`config.mk`:
```
export PLATFORM = sky130hd
export DESIGN_NAME = sensor_reading_validator_top_flat
export DESIGN_NICKNAME = d
export VERILOG_FILES = /design/src/srv_pkg.sv /design/src/srv_in_if.sv /design/src/srv_out_if.sv /design/src/sensor_reading_validator_top.sv /design/src/flat_wrapper.sv
export SDC_FILE = /design/constraint.sdc
export NUM_CORES = 1
export LEC_CHECK = 0
export BUFFER_PORTS_ARGS = -buffer_cell sky130_fd_sc_hd__buf_2
export CAP_MARGIN = 0
export CORE_AREA = 2 2 147 149
export DETAILED_ROUTE_END_ITERATION = 8
export DIE_AREA = 0 0 149 151
export PLACE_DENSITY = 0.76
export SYNTH_ARGS = -nofsm -noshare
export SYNTH_HDL_FRONTEND = slang
export SYNTH_SLANG_ARGS = --single-unit
```
`constraint.sdc`:
```
create_clock -name clk_i -period 8.3 [get_ports clk_i]
set_clock_uncertainty 0.2 [all_clocks]
set_input_delay 0.83 -clock clk_i [delete_from_list [all_inputs] [get_ports clk_i]]
set_output_delay 0.83 -clock clk_i [all_outputs]
set_load 0.05 [all_outputs]
```
`src/srv_pkg.sv`:
```
`default_nettype none

package srv_pkg;

  // Frame geometry and sensor storage.
  localparam int unsigned SensorCount = 2;
  localparam int unsigned FrameBytes  = 9;
  localparam int unsigned PosW        = $clog2(FrameBytes + 1);

  // Payload and register widths.
  localparam int unsigned ReadingW = 16;
  localparam int unsigned LimitW   = 12;
  localparam int unsigned SettleW  = 7;
  localparam int unsigned ErrW     = 16;
  localparam int unsigned VerdictW = 3;
  localparam int unsigned CfgIdxW  = 3;
  localparam int unsigned CfgDataW = 16;

  // Raw reading patterns and limits.
  localparam logic [ReadingW-1:0] Sentinel       = 16'hFC90;
  localparam logic [ReadingW-1:0] PatternAllOnes = 16'hFFFF;
  localparam logic [ReadingW-1:0] PatternPowerOn = 16'h0550;
  localparam logic [ReadingW-1:0] RangeLowEdge   = 16'h07D0;
  localparam logic [SettleW-1:0]  SettleCap      = 7'd100;
  localparam logic [7:0]          CrcPoly        = 8'h8C;

  // Register reset values.
  localparam logic                NarrowRstWide   = 1'b0;
  localparam logic [LimitW-1:0]   NarrowLimitRst  = 12'd20;
  localparam logic [LimitW-1:0]   WideLimitRst    = 12'd30;
  localparam logic [SettleW-1:0]  SettleReadsRst  = 7'd29;
  localparam logic [ErrW-1:0]     ErrorLimitRst   = 16'h02FF;

  // Register indexes on the configuration port.
  typedef enum logic [CfgIdxW-1:0] {
    CfgWideMode    = 3'd0,
    CfgNarrowLimit = 3'd1,
    CfgWideLimit   = 3'd2,
    CfgSettleReads = 3'd3,
    CfgErrorLimit  = 3'd4
  } cfg_idx_e;

  // Frame verdict codes.
  typedef enum logic [VerdictW-1:0] {
    VerdictAccept  = 3'd0,
    VerdictDelta   = 3'd1,
    VerdictPattern = 3'd2,
    VerdictCrc     = 3'd3,
    VerdictRange   = 3'd4
  } verdict_e;

  // One byte of the Dallas CRC-8, reflected polynomial, LSB first.
  function automatic logic [7:0] crc8_update(input logic [7:0] acc, input logic [7:0] b);
    logic [7:0] c;
    c = acc ^ b;
    for (int i = 0; i < 8; i++) begin
      if (c[0]) begin
        c = (c >> 1) ^ CrcPoly;
      end else begin
        c = c >> 1;
      end
    end
    return c;
  endfunction

endpackage

`default_nettype wire

```
`src/srv_in_if.sv`:
```
`default_nettype none

interface srv_in_if;
  logic       valid;
  logic       ready;
  logic       sensor_select;
  logic [7:0] data_byte;
  logic       frame_start;

  modport source (output valid, output sensor_select, output data_byte, output frame_start,
                  input ready);
  modport sink (input valid, input sensor_select, input data_byte, input frame_start,
                output ready);
endinterface

`default_nettype wire

```
`src/srv_out_if.sv`:
```
`default_nettype none

interface srv_out_if;
  logic                          valid;
  logic                          ready;
  logic                          sensor_id;
  logic [srv_pkg::ReadingW-1:0]  held_value;
  logic [srv_pkg::VerdictW-1:0]  verdict;
  logic [srv_pkg::ErrW-1:0]      error_total;
  logic                          fault_event;
  logic                          fault_latched;

  modport source (output valid, output sensor_id, output held_value, output verdict,
                  output error_total, output fault_event, output fault_latched,
                  input ready);
  modport sink (input valid, input sensor_id, input held_value, input verdict,
                input error_total, input fault_event, input fault_latched,
                output ready);
endinterface

`default_nettype wire

```
`src/sensor_reading_validator_top.sv`:
```
// Sensor reading validator.
// The input channel carries one scratchpad byte per beat, with the sensor it
// came from and a frame start mark on byte 0. Every byte runs through a Dallas
// CRC-8; bytes 0 and 1 form the raw reading, low byte first. The last byte of a
// frame (the CRC byte) produces exactly one result beat on the output channel
// with the verdict, the stored reading, the shared error count and fault flags.
// All other bytes produce no result beat.
// A byte taken into the input register is judged there; a final byte's result
// beat is loaded into the result register when that byte advances. Throughput
// is one byte per cycle while no final byte waits on a stalled receiver, set by
// the single processing stage between the input and result registers.
// When the receiver stalls, the result register holds its beat; the input
// register keeps taking non-final bytes, and a final byte waits in the input
// register until the result register frees up, which then backs up the input.
// Reset clears the CRC, byte position, counters and fault flag, sets both
// stored readings to the sentinel and restores the register defaults.
// Configuration writes are taken whenever cfg_we_i is high; write them only
// while no frame is in flight.
`default_nettype none

module sensor_reading_validator_top (
  input  wire                            clk_i,
  input  wire                            rst_ni,
  input  wire                            cfg_we_i,
  input  wire [srv_pkg::CfgIdxW-1:0]     cfg_idx_i,
  input  wire [srv_pkg::CfgDataW-1:0]    cfg_data_i,
  srv_in_if.sink                         in_i,
  srv_out_if.source                      out_o
);

  localparam logic [srv_pkg::PosW-1:0] LastPos  = srv_pkg::PosW'(srv_pkg::FrameBytes - 1);
  localparam logic [srv_pkg::PosW-1:0] FrameEnd = srv_pkg::PosW'(srv_pkg::FrameBytes);

  // Configuration registers.
  logic                         wide_mode_q;
  logic [srv_pkg::LimitW-1:0]   narrow_limit_q;
  logic [srv_pkg::LimitW-1:0]   wide_limit_q;
  logic [srv_pkg::SettleW-1:0]  settle_reads_q;
  logic [srv_pkg::ErrW-1:0]     error_limit_q;

  always_ff @(posedge clk_i or negedge rst_ni) begin
    if (!rst_ni) begin
      wide_mode_q    <= srv_pkg::NarrowRstWide;
      narrow_limit_q <= srv_pkg::NarrowLimitRst;
      wide_limit_q   <= srv_pkg::WideLimitRst;
      settle_reads_q <= srv_pkg::SettleReadsRst;
      error_limit_q  <= srv_pkg::ErrorLimitRst;
    end else if (cfg_we_i) begin
      case (cfg_idx_i)
        srv_pkg::CfgWideMode:    wide_mode_q    <= cfg_data_i[0];
        srv_pkg::CfgNarrowLimit: narrow_limit_q <= cfg_data_i[srv_pkg::LimitW-1:0];
        srv_pkg::CfgWideLimit:   wide_limit_q   <= cfg_data_i[srv_pkg::LimitW-1:0];
        srv_pkg::CfgSettleReads: settle_reads_q <= cfg_data_i[srv_pkg::SettleW-1:0];
        srv_pkg::CfgErrorLimit:  error_limit_q  <= cfg_data_i[srv_pkg::ErrW-1:0];
        default: ;
      endcase
    end
  end

  // Input register.
  logic       in_valid_q;
  logic       sel_q;
  logic [7:0] byte_q;
  logic       start_q;
  logic       advance;

  assign in_i.ready = !in_valid_q || advance;

  always_ff @(posedge clk_i or negedge rst_ni) begin
    if (!rst_ni) begin
      in_valid_q <= 1'b0;
    end else if (in_i.ready) begin
      in_valid_q <= in_i.valid;
    end
  end

  always_ff @(posedge clk_i) begin
    if (in_i.ready && in_i.valid) begin
      sel_q   <= in_i.sensor_select;
      byte_q  <= in_i.data_byte;
      start_q <= in_i.frame_start;
    end
  end

  // Frame and judgement state.
  logic [7:0]                    crc_q;
  logic [srv_pkg::PosW-1:0]      pos_q;
  logic [7:0]                    low_q;
  logic [7:0]                    high_q;
  logic [srv_pkg::ReadingW-1:0]  stored_q [srv_pkg::SensorCount];
  logic [srv_pkg::SettleW-1:0]   settle_q;
  logic [srv_pkg::ErrW-1:0]      err_q;
  logic                          fault_q;

  // Result register.
  logic                          out_valid_q;
  logic                          res_sensor_q;
  logic [srv_pkg::ReadingW-1:0]  res_held_q;
  srv_pkg::verdict_e             res_verdict_q;
  logic [srv_pkg::ErrW-1:0]      res_err_q;
  logic                          res_event_q;
  logic                          res_fault_q;

  // Processing of the byte in the input register.
  logic [srv_pkg::PosW-1:0]      pos_eff;
  logic [7:0]                    crc_base;
  logic                          active;
  logic                          is_last;
  logic [7:0]                    crc_d;
  logic [srv_pkg::PosW-1:0]      pos_d;
  logic [7:0]                    low_d;
  logic [7:0]                    high_d;
  logic [srv_pkg::ReadingW-1:0]  raw;
  logic [srv_pkg::ReadingW-1:0]  held;
  logic [srv_pkg::ReadingW-1:0]  delta;
  logic [srv_pkg::ReadingW-1:0]  lim;
  logic [srv_pkg::SettleW-1:0]   settle_inc;
  logic [srv_pkg::ReadingW-1:0]  held_d;
  logic [srv_pkg::SettleW-1:0]   settle_mid;
  logic [srv_pkg::ErrW-1:0]      err_mid;
  srv_pkg::verdict_e             verdict;
  logic                          fault_hit;
  logic [srv_pkg::SettleW-1:0]   settle_d;
  logic [srv_pkg::ErrW-1:0]      err_d;
  logic                          fault_d;

  always_comb begin
    // A frame start restarts the CRC and the byte count before this byte.
    pos_eff  = start_q ? '0 : pos_q;
    crc_base = start_q ? '0 : crc_q;
    active   = pos_eff < FrameEnd;
    is_last  = active && (pos_eff == LastPos);
    crc_d    = srv_pkg::crc8_update(crc_base, byte_q);
    pos_d    = pos_eff + srv_pkg::PosW'(1);
    low_d    = (pos_eff == '0) ? byte_q : low_q;
    high_d   = (pos_eff == srv_pkg::PosW'(1)) ? byte_q : high_q;

    raw  = {high_d, low_d};
    // Two sensors and a one-bit select: the select is always in range.
    held = stored_q[sel_q];
    lim  = srv_pkg::ReadingW'(wide_mode_q ? wide_limit_q : narrow_limit_q);
    delta = (raw >= held) ? (raw - held) : (held - raw);
    settle_inc = (settle_q < srv_pkg::SettleCap) ? (settle_q + srv_pkg::SettleW'(1)) : settle_q;

    held_d     = held;
    settle_mid = settle_q;
    err_mid    = err_q;
    if (raw == srv_pkg::PatternAllOnes || raw == srv_pkg::PatternPowerOn) begin
      err_mid = err_q + srv_pkg::ErrW'(1);
      verdict = srv_pkg::VerdictPattern;
    end else if (crc_d != '0) begin
      verdict = srv_pkg::VerdictCrc;
    end else if (raw >= srv_pkg::RangeLowEdge && raw <= srv_pkg::Sentinel) begin
      verdict = srv_pkg::VerdictRange;
    end else begin
      settle_mid = settle_inc;
      if ((settle_inc > settle_reads_q && delta < lim) || held == srv_pkg::Sentinel) begin
        held_d  = raw;
        err_mid = '0;
        verdict = srv_pkg::VerdictAccept;
      end else begin
        err_mid = err_q + srv_pkg::ErrW'(1);
        verdict = srv_pkg::VerdictDelta;
      end
    end

    // The limit compare follows every judgement, whatever the verdict.
    fault_hit = (err_mid == error_limit_q);
    err_d     = fault_hit ? '0 : err_mid;
    settle_d  = fault_hit ? '0 : settle_mid;
    fault_d   = fault_q || fault_hit;
  end

  // A final byte needs room in the result register; other bytes never wait.
  assign advance = in_valid_q && (!is_last || !out_valid_q || out_o.ready);

  always_ff @(posedge clk_i or negedge rst_ni) begin
    if (!rst_ni) begin
      crc_q    <= '0;
      pos_q    <= '0;
      low_q    <= '0;
      high_q   <= '0;
      settle_q <= '0;
      err_q    <= '0;
      fault_q  <= 1'b0;
      for (int i = 0; i < srv_pkg::SensorCount; i++) begin
        stored_q[i] <= srv_pkg::Sentinel;
      end
    end else if (advance && active) begin
      crc_q  <= crc_d;
      pos_q  <= pos_d;
      low_q  <= low_d;
      high_q <= high_d;
      if (is_last) begin
        stored_q[sel_q] <= held_d;
        settle_q        <= settle_d;
        err_q           <= err_d;
        fault_q         <= fault_d;
      end
    end
  end

  always_ff @(posedge clk_i or negedge rst_ni) begin
    if (!rst_ni) begin
      out_valid_q <= 1'b0;
    end else if (advance && is_last) begin
      out_valid_q <= 1'b1;
    end else if (out_o.ready) begin
      out_valid_q <= 1'b0;
    end
  end

  always_ff @(posedge clk_i) begin
    if (advance && is_last) begin
      res_sensor_q  <= sel_q;
      res_held_q    <= held_d;
      res_verdict_q <= verdict;
      res_err_q     <= err_d;
      res_event_q   <= fault_hit;
      res_fault_q   <= fault_d;
    end
  end

  assign out_o.valid         = out_valid_q;
  assign out_o.sensor_id     = res_sensor_q;
  assign out_o.held_value    = res_held_q;
  assign out_o.verdict       = res_verdict_q;
  assign out_o.error_total   = res_err_q;
  assign out_o.fault_event   = res_event_q;
  assign out_o.fault_latched = res_fault_q;

  // Once set, the sensor fault stays set until reset.
  a_fault_sticky: assert property (@(posedge clk_i) disable iff (!rst_ni)
    fault_q |=> fault_q)
    else $error("sticky fault cleared");

  // A fault event always shows the latched flag and a cleared counter.
  a_event_clears: assert property (@(posedge clk_i) disable iff (!rst_ni)
    (out_valid_q && res_event_q) |-> (res_fault_q && res_err_q == '0))
    else $error("fault event without latch or counter clear");

  // An accepted reading leaves the error counter at zero.
  a_accept_zero: assert property (@(posedge clk_i) disable iff (!rst_ni)
    (out_valid_q && res_verdict_q == srv_pkg::VerdictAccept) |-> (res_err_q == '0))
    else $error("accepted frame with nonzero error count");

  // A final byte held back by a stalled receiver stays in the input register.
  a_final_waits: assert property (@(posedge clk_i) disable iff (!rst_ni)
    (in_valid_q && !advance) |=> (in_valid_q && $stable(byte_q) && $stable(sel_q)))
    else $error("stalled final byte lost");

  // A pending result beat stays unchanged until the receiver takes it.
  a_result_only_last: assert property (@(posedge clk_i) disable iff (!rst_ni)
    (out_valid_q && !out_o.ready) |=> (out_valid_q && $stable(res_held_q)))
    else $error("pending result overwritten");

endmodule

`default_nettype wire
```
`src/flat_wrapper.sv`:
```
// flat-port wrapper written by rule: the top's interface ports become plain ports
module sensor_reading_validator_top_flat 
  (clk_i, rst_ni, cfg_we_i, cfg_idx_i, cfg_data_i, in_i_valid, in_i_sensor_select, in_i_data_byte, in_i_frame_start, in_i_ready, out_o_valid, out_o_sensor_id, out_o_held_value, out_o_verdict, out_o_error_total, out_o_fault_event, out_o_fault_latched, out_o_ready);
  srv_in_if in_i_i ();
  srv_out_if out_o_i ();
  input  wire clk_i;
  input  wire rst_ni;
  input  wire cfg_we_i;
  input  wire [srv_pkg::CfgIdxW-1:0] cfg_idx_i;
  input  wire [srv_pkg::CfgDataW-1:0] cfg_data_i;
  input wire logic [$bits(in_i_i.valid)-1:0] in_i_valid;
  input wire logic [$bits(in_i_i.sensor_select)-1:0] in_i_sensor_select;
  input wire logic [$bits(in_i_i.data_byte)-1:0] in_i_data_byte;
  input wire logic [$bits(in_i_i.frame_start)-1:0] in_i_frame_start;
  output wire logic [$bits(in_i_i.ready)-1:0] in_i_ready;
  output wire logic [$bits(out_o_i.valid)-1:0] out_o_valid;
  output wire logic [$bits(out_o_i.sensor_id)-1:0] out_o_sensor_id;
  output wire logic [$bits(out_o_i.held_value)-1:0] out_o_held_value;
  output wire logic [$bits(out_o_i.verdict)-1:0] out_o_verdict;
  output wire logic [$bits(out_o_i.error_total)-1:0] out_o_error_total;
  output wire logic [$bits(out_o_i.fault_event)-1:0] out_o_fault_event;
  output wire logic [$bits(out_o_i.fault_latched)-1:0] out_o_fault_latched;
  input wire logic [$bits(out_o_i.ready)-1:0] out_o_ready;
  assign in_i_i.valid = in_i_valid;
  assign in_i_i.sensor_select = in_i_sensor_select;
  assign in_i_i.data_byte = in_i_data_byte;
  assign in_i_i.frame_start = in_i_frame_start;
  assign in_i_ready = in_i_i.ready;
  assign out_o_valid = out_o_i.valid;
  assign out_o_sensor_id = out_o_i.sensor_id;
  assign out_o_held_value = out_o_i.held_value;
  assign out_o_verdict = out_o_i.verdict;
  assign out_o_error_total = out_o_i.error_total;
  assign out_o_fault_event = out_o_i.fault_event;
  assign out_o_fault_latched = out_o_i.fault_latched;
  assign out_o_i.ready = out_o_ready;
  sensor_reading_validator_top u_core (.clk_i(clk_i), .rst_ni(rst_ni), .cfg_we_i(cfg_we_i), .cfg_idx_i(cfg_idx_i), .cfg_data_i(cfg_data_i), .in_i(in_i_i), .out_o(out_o_i));
endmodule
```
# After elaboration in Yosys (flattened, before gate mapping)
# Index checks and enable logic that the tools add are counted.
dict set report op_classes {
  muxes 39
  eq_ne 13
  n_reduce_logical 29
  magnitude_cmp 9
  addsub 5
  n_bitwise 10
}
# operator count
set ops {}
lappend ops {{16-bit 2-to-1 mux} 14}
lappend ops {{8-bit 2-to-1 mux} 11}
lappend ops {{7-bit 2-to-1 mux} 5}
lappend ops {{32-bit bitwise mux} 1}
lappend ops {{16-bit equality test, second input constant} 2}
lappend ops {{16-bit subtractor} 2}
lappend ops {{2-bit NOT with 3-bit output} 8}
lappend ops {{16-bit by 1-bit adder with 16-bit output, second input constant} 1}
lappend ops {{16-bit demux with 1-bit select} 1}
lappend ops {{16-bit by 11-bit equality test with 1-bit output, second input constant} 1}
lappend ops {{16-bit equality test} 1}
lappend ops {{16-bit by 11-bit >= comparator with 1-bit output, second input constant} 1}
lappend ops {{16-bit >= comparator} 1}
lappend ops {{16-bit less-or-equal comparator, second input constant} 1}
lappend ops {{16-bit < comparator} 1}
lappend ops {{12-bit 2-to-1 mux} 1}
lappend ops {{2-bit AND reduction} 6}
lappend ops {{1-bit logical AND} 8}
lappend ops {{8-bit nonzero test} 1}
lappend ops {{8-bit XOR} 1}
lappend ops {{7-bit by 1-bit adder with 7-bit output, second input constant} 1}
lappend ops {{7-bit > comparator} 1}
lappend ops {{7-bit < comparator, second input constant} 1}
lappend ops {{3-bit by 2-bit equality test with 1-bit output, second input constant} 2}
lappend ops {{20 further kinds} 32}
dict set report word_totals {
  inputBits 34
  register_bits 182
  out_inout_bits 40
}

# Depth between registers and ports, before layout
dict set report logic_depth {
  depth_word 24
  ltp_mapped 36
  depth_no_buf 31
}

# Worst setup path before layout
# OpenSTA, ideal clock, no wires.
dict set report synth_timing {
  path_type {register to register}
  from {register u_core.start_q}
  to {register u_core.res_err_q (netlist bit u_core.out_o.error_total[0]), data pin}
  t_arrival_ns 7.333
  setup_slack_ns 0.505
  required_time_ns 7.839
  setup_time_ns 0.261
  stages_incl_launch_ff 35
  n_path_buf 5
  cell_sequence {edfxtp_1 > clkbuf_1 > inv_1 > nand2_1 > inv_1 > ha_1 > or3b_1 > buf_4 > a32oi_1 > ha_1 > clkbuf_1 > a21o_1 > o21a_1 > a311o_1 > a21oi_1 > clkbuf_1 > nand3_1 > o21ai_0 > o221ai_1 > a21oi_1 > xnor2_1 > ha_1 > a21o_1 > a221o_1 > a21oi_1 > nand3_1 > o41ai_4 > a31oi_2 > a211o_1 > a21o_1 > a211oi_2 > o2111ai_2 > nand2_2 > buf_4 > nor3_1}
}
dict set report synth_between {
  elab_chain_cells 18
  word_cells_on_any_way 43
  classes_between {add/sub: 2; order compare: 4; eq/ne: 4; mux: 18; bitwise: 9; reduce/logical: 6}
}
# item line
set synth_rtl {}
lappend synth_rtl {{from (decl)} sensor_reading_validator_top.sv:64} ;# logic start_q;
lappend synth_rtl {{from (signal assigned)} sensor_reading_validator_top.sv:81} ;# start_q <= in_i.frame_start;
lappend synth_rtl {{branches (longest 15 deep; another with 16-bit subtractor)} -}
lappend synth_rtl {{16-bit 2-to-1 mux (*)} sensor_reading_validator_top.sv:148} ;# if (raw == srv_pkg::PatternAllOnes || raw == srv_pkg::PatternPowerOn) begin
lappend synth_rtl {{16-bit equality test} sensor_reading_validator_top.sv:168} ;# fault_hit = (err_mid == error_limit_q);
lappend synth_rtl {{16-bit 2-to-1 mux (*)} sensor_reading_validator_top.sv:169} ;# err_d = fault_hit ? '0 : err_mid;
lappend synth_rtl {{named net u_core.err_d, one bit} sensor_reading_validator_top.sv:124} ;# logic [srv_pkg::ErrW-1:0] err_d;
lappend synth_rtl {{to (signal assigned)} sensor_reading_validator_top.sv:218} ;# res_err_q <= err_d;
lappend synth_rtl {{to (decl)} sensor_reading_validator_top.sv:100} ;# logic [srv_pkg::ErrW-1:0] res_err_q;
# Mark *: on every way through the listed nets, which the timed path passes.
# A chain may end at the register's enable or synchronous reset.

# Final worst setup path
dict set report layout_timing {
  from {register u_core.start_q}
  to {register u_core.err_q[13] in the netlist's numbering}
}
dict set report layout_between {
  word_cells_on_any_way 52
  classes_between {add/sub: 2; order compare: 5; eq/ne: 5; mux: 18; bitwise: 9; reduce/logical: 13}
}
# item line
set layout_rtl {}
lappend layout_rtl {{4-bit 2-to-1 mux (*)} sensor_reading_validator_top.sv:129} ;# pos_eff = start_q ? '0 : pos_q;
lappend layout_rtl {{4-bit by 1-bit equality test with 1-bit output (*)} sensor_reading_validator_top.sv:136} ;# high_d = (pos_eff == srv_pkg::PosW'(1)) ? byte_q : high_q;
lappend layout_rtl {{8-bit 2-to-1 mux (*)} sensor_reading_validator_top.sv:136}
lappend layout_rtl {{named net u_core.high_d[0]} sensor_reading_validator_top.sv:112} ;# logic [7:0] high_d;
lappend layout_rtl {{16-bit subtractor or 16-bit >= comparator (tied branches)} sensor_reading_validator_top.sv:142} ;# delta = (raw >= held) ? (raw - held) : (held - raw);
lappend layout_rtl {{16-bit 2-to-1 mux} sensor_reading_validator_top.sv:142}
lappend layout_rtl {{16-bit < comparator} sensor_reading_validator_top.sv:157} ;# if ((settle_inc > settle_reads_q && delta < lim) || held == srv_pkg::Sentinel) begin
lappend layout_rtl {{1-bit logical AND} sensor_reading_validator_top.sv:157}
lappend layout_rtl {{1-bit logical OR} sensor_reading_validator_top.sv:157}
lappend layout_rtl {{16-bit 2-to-1 mux} sensor_reading_validator_top.sv:157}
lappend layout_rtl {{16-bit 2-to-1 mux} sensor_reading_validator_top.sv:153} ;# end else if (raw >= srv_pkg::RangeLowEdge && raw <= srv_pkg::Sentinel) begin
lappend layout_rtl {{16-bit 2-to-1 mux} sensor_reading_validator_top.sv:151} ;# end else if (crc_d != '0) begin
lappend layout_rtl {{16-bit 2-to-1 mux (*)} sensor_reading_validator_top.sv:148}
lappend layout_rtl {{16-bit equality test} sensor_reading_validator_top.sv:168}
lappend layout_rtl {{16-bit 2-to-1 mux (*)} sensor_reading_validator_top.sv:169}
lappend layout_rtl {{to (signal assigned)} sensor_reading_validator_top.sv:197} ;# err_q <= err_d;
lappend layout_rtl {{to (decl)} sensor_reading_validator_top.sv:92} ;# logic [srv_pkg::ErrW-1:0] err_q;
# Mark *: on every way through the listed nets, which the timed path passes. The rest lies on a longest branch.

==> impl_metrics.py <==
metrics = {
    "floorplanning": {
        "dieArea_um2": 22500,
        "rows": 53,
        "initial_utilization_pct": 54.5,
        "die_w_um": 149,
        "die_y_um": 151,
        "ioPinCount": 74,
        "core_um2": 20800,
    },
    "timing": {
        "tns_ns": 0,
        "setup_ws_ns": 0.504,
        "max_freq_mhz": 128,
        "setup_violations": 0,
        "grt_setup_unrepaired": "false",
        "maxSlewHeadroom_pct": 27.9,
        "finalHoldViolations": 0,
        "min_period_over_period_pct": 93.9,
        "min_period_ns": 7.80,
        "holdWs_ns": 0.266,
        "worst_pin_slew_ns": 1.08,
        "drv_slew": 0,
    },
    "global_route": {
        "grt_max_degree": 75,
        "antenna_found_initial": 0,
        "grt_pass1_wl_mm": 46.5,
        "grt-ovfl-total": 0,
        "grt_use_total_pct": 26.5,
        "grt_pass1_vias": 8793,
    },
    "critical_path": {
        "critPathKind": "reg2reg",
        "r2r-start": "u_core.start_q",
        "r2r_end": "u_core.err_q[13]",
        "crit_path_max_incr_delay_ns": 0.48,
        "start_kind": "flip-flop",
        "worstSetupStartpoint": "u_core.start_q",
        "cp.arrival_ns": 7.90,
        "r2r_cells": 30,
        "end_kind": "flip-flop",
        "cpMaxStageDelayCell": "or3b_4",
        "worstPathMaxFanout": 20,
        "reg2reg_slack_ns": 0.50,
        "cp_data_required_time_ns": 8.41,
    },
    "drt": {
        "drt_wl_total_mm": 28.9,
        "drtIter0Drc": 625,
        "postRouteAntennaNets": 0,
        "dr.pass1.iters": 7,
        "via_per_inst": 6.12,
        "drc": 0,
        "vias": 9072,
        "drt-wirelength-per-cell_um": 19.5,
    },
    "synthesis": {
        "synth-edff-count": 48,
        "syn_area_um2": 11300,
        "synth_nets": 1227,
        "netlist_instances": 1137,
        "yosysWarnings": 0,
        "synthArstFlopShare_pct": 73.6,
        "ys.flop_type": "dfrtp_1",
        "yosysSeqAreaShare_pct": 42.6,
        "avgSynthCellArea_um2": 9.98,
        "synthDistinctLibCells": 84,
        "synth-seq-cells": 182,
    },
    "hold_path": {
        "hp-class": "in2async",
    },
    "place": {
        "dp_slack_ns": -0.0420,
        "routabilityCongestion": 0.992,
        "portBuffers": 73,
        "dp_hpwl_mm": 20.7,
    },
    "power": {
        "combinationalPowerShare_pct": 37.1,
        "clock_power_share_pct": 27.0,
        "leakage_nw": 5.65,
        "p_switching_w": 0.00115,
        "internal_power_w": 0.00203,
        "vdd_ir_drop_max_mv": 0.158,
        "sw_frac_of_total_pct": 36.2,
        "pwr_density_cell_nw_per_um2": 251,
        "seqPwrFrac_pct": 35.9,
    },
    "cts": {
        "path_clk_slew_ns": 0.07,
        "cts_made_buffers": 17,
        "worst_skew_pair.late_latency_ns": 0.43,
        "cts_sinks": 182,
        "htreeDepth": 4,
        "holdBufCountCts": 0,
        "cts_root_buf": "clkbuf_16",
        "cts_tree": "built",
        "clock_path_buffers": 2,
    },
    "layout": {
        "diodes": 0,
        "area_growth_syn_to_layout_pct": 12.0,
        "final_cell_mix": "100 x nand2_1, 99 x dfrtp_1, 85 x mux2_2",
        "final_common_cell": "nand2_1",
        "nFillCells": 1755,
        "drive_gt1_share_pct": 23.4,
        "nets": 1284,
    },
    "job": {
        "maxCapViolCount": 0,
    },
    "run_status": {
        "status": "completed",
    },
}
-- how the worst max path moves through the flow --
stage                                         to  slack, ns  cells past startpoint
detailed placement  u_core.out_o.error_total[12]      -0.04                     28
global route                    u_core.err_q[13]       0.04                     31
floorplan            u_core.out_o.error_total[0]       0.51                     34
global placement     u_core.out_o.error_total[0]       0.24                     28
finish                          u_core.err_q[13]       0.50                     30
CTS                 u_core.out_o.error_total[12]       0.02                     28
-- power by group through the flow --
stage / Combinational [W] / Sequential (W) / Clock [W]
after global placement: 0.00112 / 0.00115 / 0
after detailed placement: 0.00114 / 0.00116 / 0
final: 0.00118 / 0.00114 / 0.000861
after global routing: 0.00132 / 0.00116 / 0.000904
after floorplan: 0.000890 / 0.00111 / 0
after CTS: 0.00115 / 0.00114 / 0.000867
-- sequential cells by signal, summed over array words and instances (netlist names), 4 cells and up --
name / cells
u_core.byte_q: 8
u_core.crc_q: 8
u_core.err_q: 16
u_core.error_limit_q: 16
u_core.high_q: 8
u_core.low_q: 8
u_core.narrow_limit_q: 12
u_core.out_o.error_total: 16
u_core.out_o.held_value: 16
u_core.pos_q: 4
u_core.settle_q: 7
u_core.settle_reads_q: 7
u_core.stored_q: 32
u_core.wide_limit_q: 12
-- logic make-up after synthesis --
logic type / synth area share, %
mux: 11.2
flops: 42.6
simple gates: 14.1
compound gates: 16.7
buf+inv: 4.12
fa+ha+maj: 6.24
xor+xnor: 4.98
-- critical path, delay by kind of cell (launching register included) --
kind,cells,cell delay (ns)
flip-flops,1,0.40
AND/OR/NAND/NOR,3,0.74
adder cells (fa/ha/maj),3,1.01
buffers and inverters,3,0.51
XOR/XNOR,1,0.15
AO/OA/AOI/OAI,20,4.66
-- layer usage --
| layer | vias to the layer above | global-route usage (%) | wire length, um |
|---|---|---|---|
| met4 | 0 | 8.19 | 607 |
| met2 | 312 | 42.9 | 13800 |
| met5 | - | 0 | 0 |
| li1 | 4276 | - | - |
| met1 | 4438 | 36.6 | 12700 |
| met3 | 46 | 4.34 | 1840 |
-- what timing repair did --
action,CTS,global route
gates resized for setup,1,14
buffers inserted,0,0
endpoints found under the hold margin,0,0
gates cloned,0,0
endpoints found under the setup margin,28,81
-- per-stage QoR --
step	utilization (%)	cell area, um^2	power, W	instances
floorplan	-	11300	0.00200	1137
global placement	57.6	12000	0.00228	1450
detailed placement	57.6	12000	0.00229	1450
CTS	60.7	12600	0.00316	1482
global route	61.1	12700	0.00338	1482
finish	61.1	12700	0.00319	1482
-- cell usage after synthesis (4+ instances only) --
| library cell | count | area, um^2 |
|---|---|---|
| inv_1 | 56 | 210 |
| a31oi_1 | 5 | 31.3 |
| nand3_1 | 34 | 170 |
| o21a_1 | 8 | 60.1 |
| a21boi_0 | 9 | 67.6 |
| or4_1 | 5 | 37.5 |
| a21oi_1 | 66 | 330 |
| dfrtp_1 | 99 | 2480 |
| and3_1 | 13 | 81.3 |
| xor2_1 | 20 | 175 |
| nor2_1 | 61 | 229 |
| o21ai_0 | 66 | 330 |
| o21ai_1 | 9 | 45.0 |
| buf_2 | 8 | 40.0 |
| a21o_1 | 8 | 60.1 |
| mux2_2 | 85 | 957 |
| o211ai_1 | 11 | 82.6 |
| xnor2_1 | 42 | 368 |
| buf_4 | 4 | 30.0 |
| a221oi_1 | 4 | 35.0 |
| a32oi_1 | 14 | 123 |
| mux2i_1 | 31 | 310 |
| nor3_1 | 22 | 110 |
| nand4_1 | 17 | 106 |
| o31ai_1 | 12 | 90.1 |
| or2_2 | 4 | 25.0 |
| clkbuf_1 | 43 | 161 |
| ha_1 | 55 | 688 |
| nor4_1 | 12 | 75.1 |
| nor2b_1 | 11 | 68.8 |
| edfxtp_1 | 48 | 1440 |
| and2_1 | 12 | 75.1 |
| a32o_1 | 6 | 60.1 |
| dfstp_2 | 35 | 920 |
| a211oi_1 | 13 | 97.6 |
| nand2b_1 | 10 | 62.6 |
| nand2_1 | 101 | 379 |
| buf_1 | 4 | 15.0 |
-- cell type report --
cell class	instances	area, um^2	area share (%)
clock buffers	22	485	3.82
clock inverters	10	133	1.04
inverters	59	221	1.74
multi-input cells	837	6140	48.3
flip-flops and latches	182	4840	38.1
well taps	275	344	2.71
repair buffers	97	548	4.31
Power figures use the tool's default switching activity.
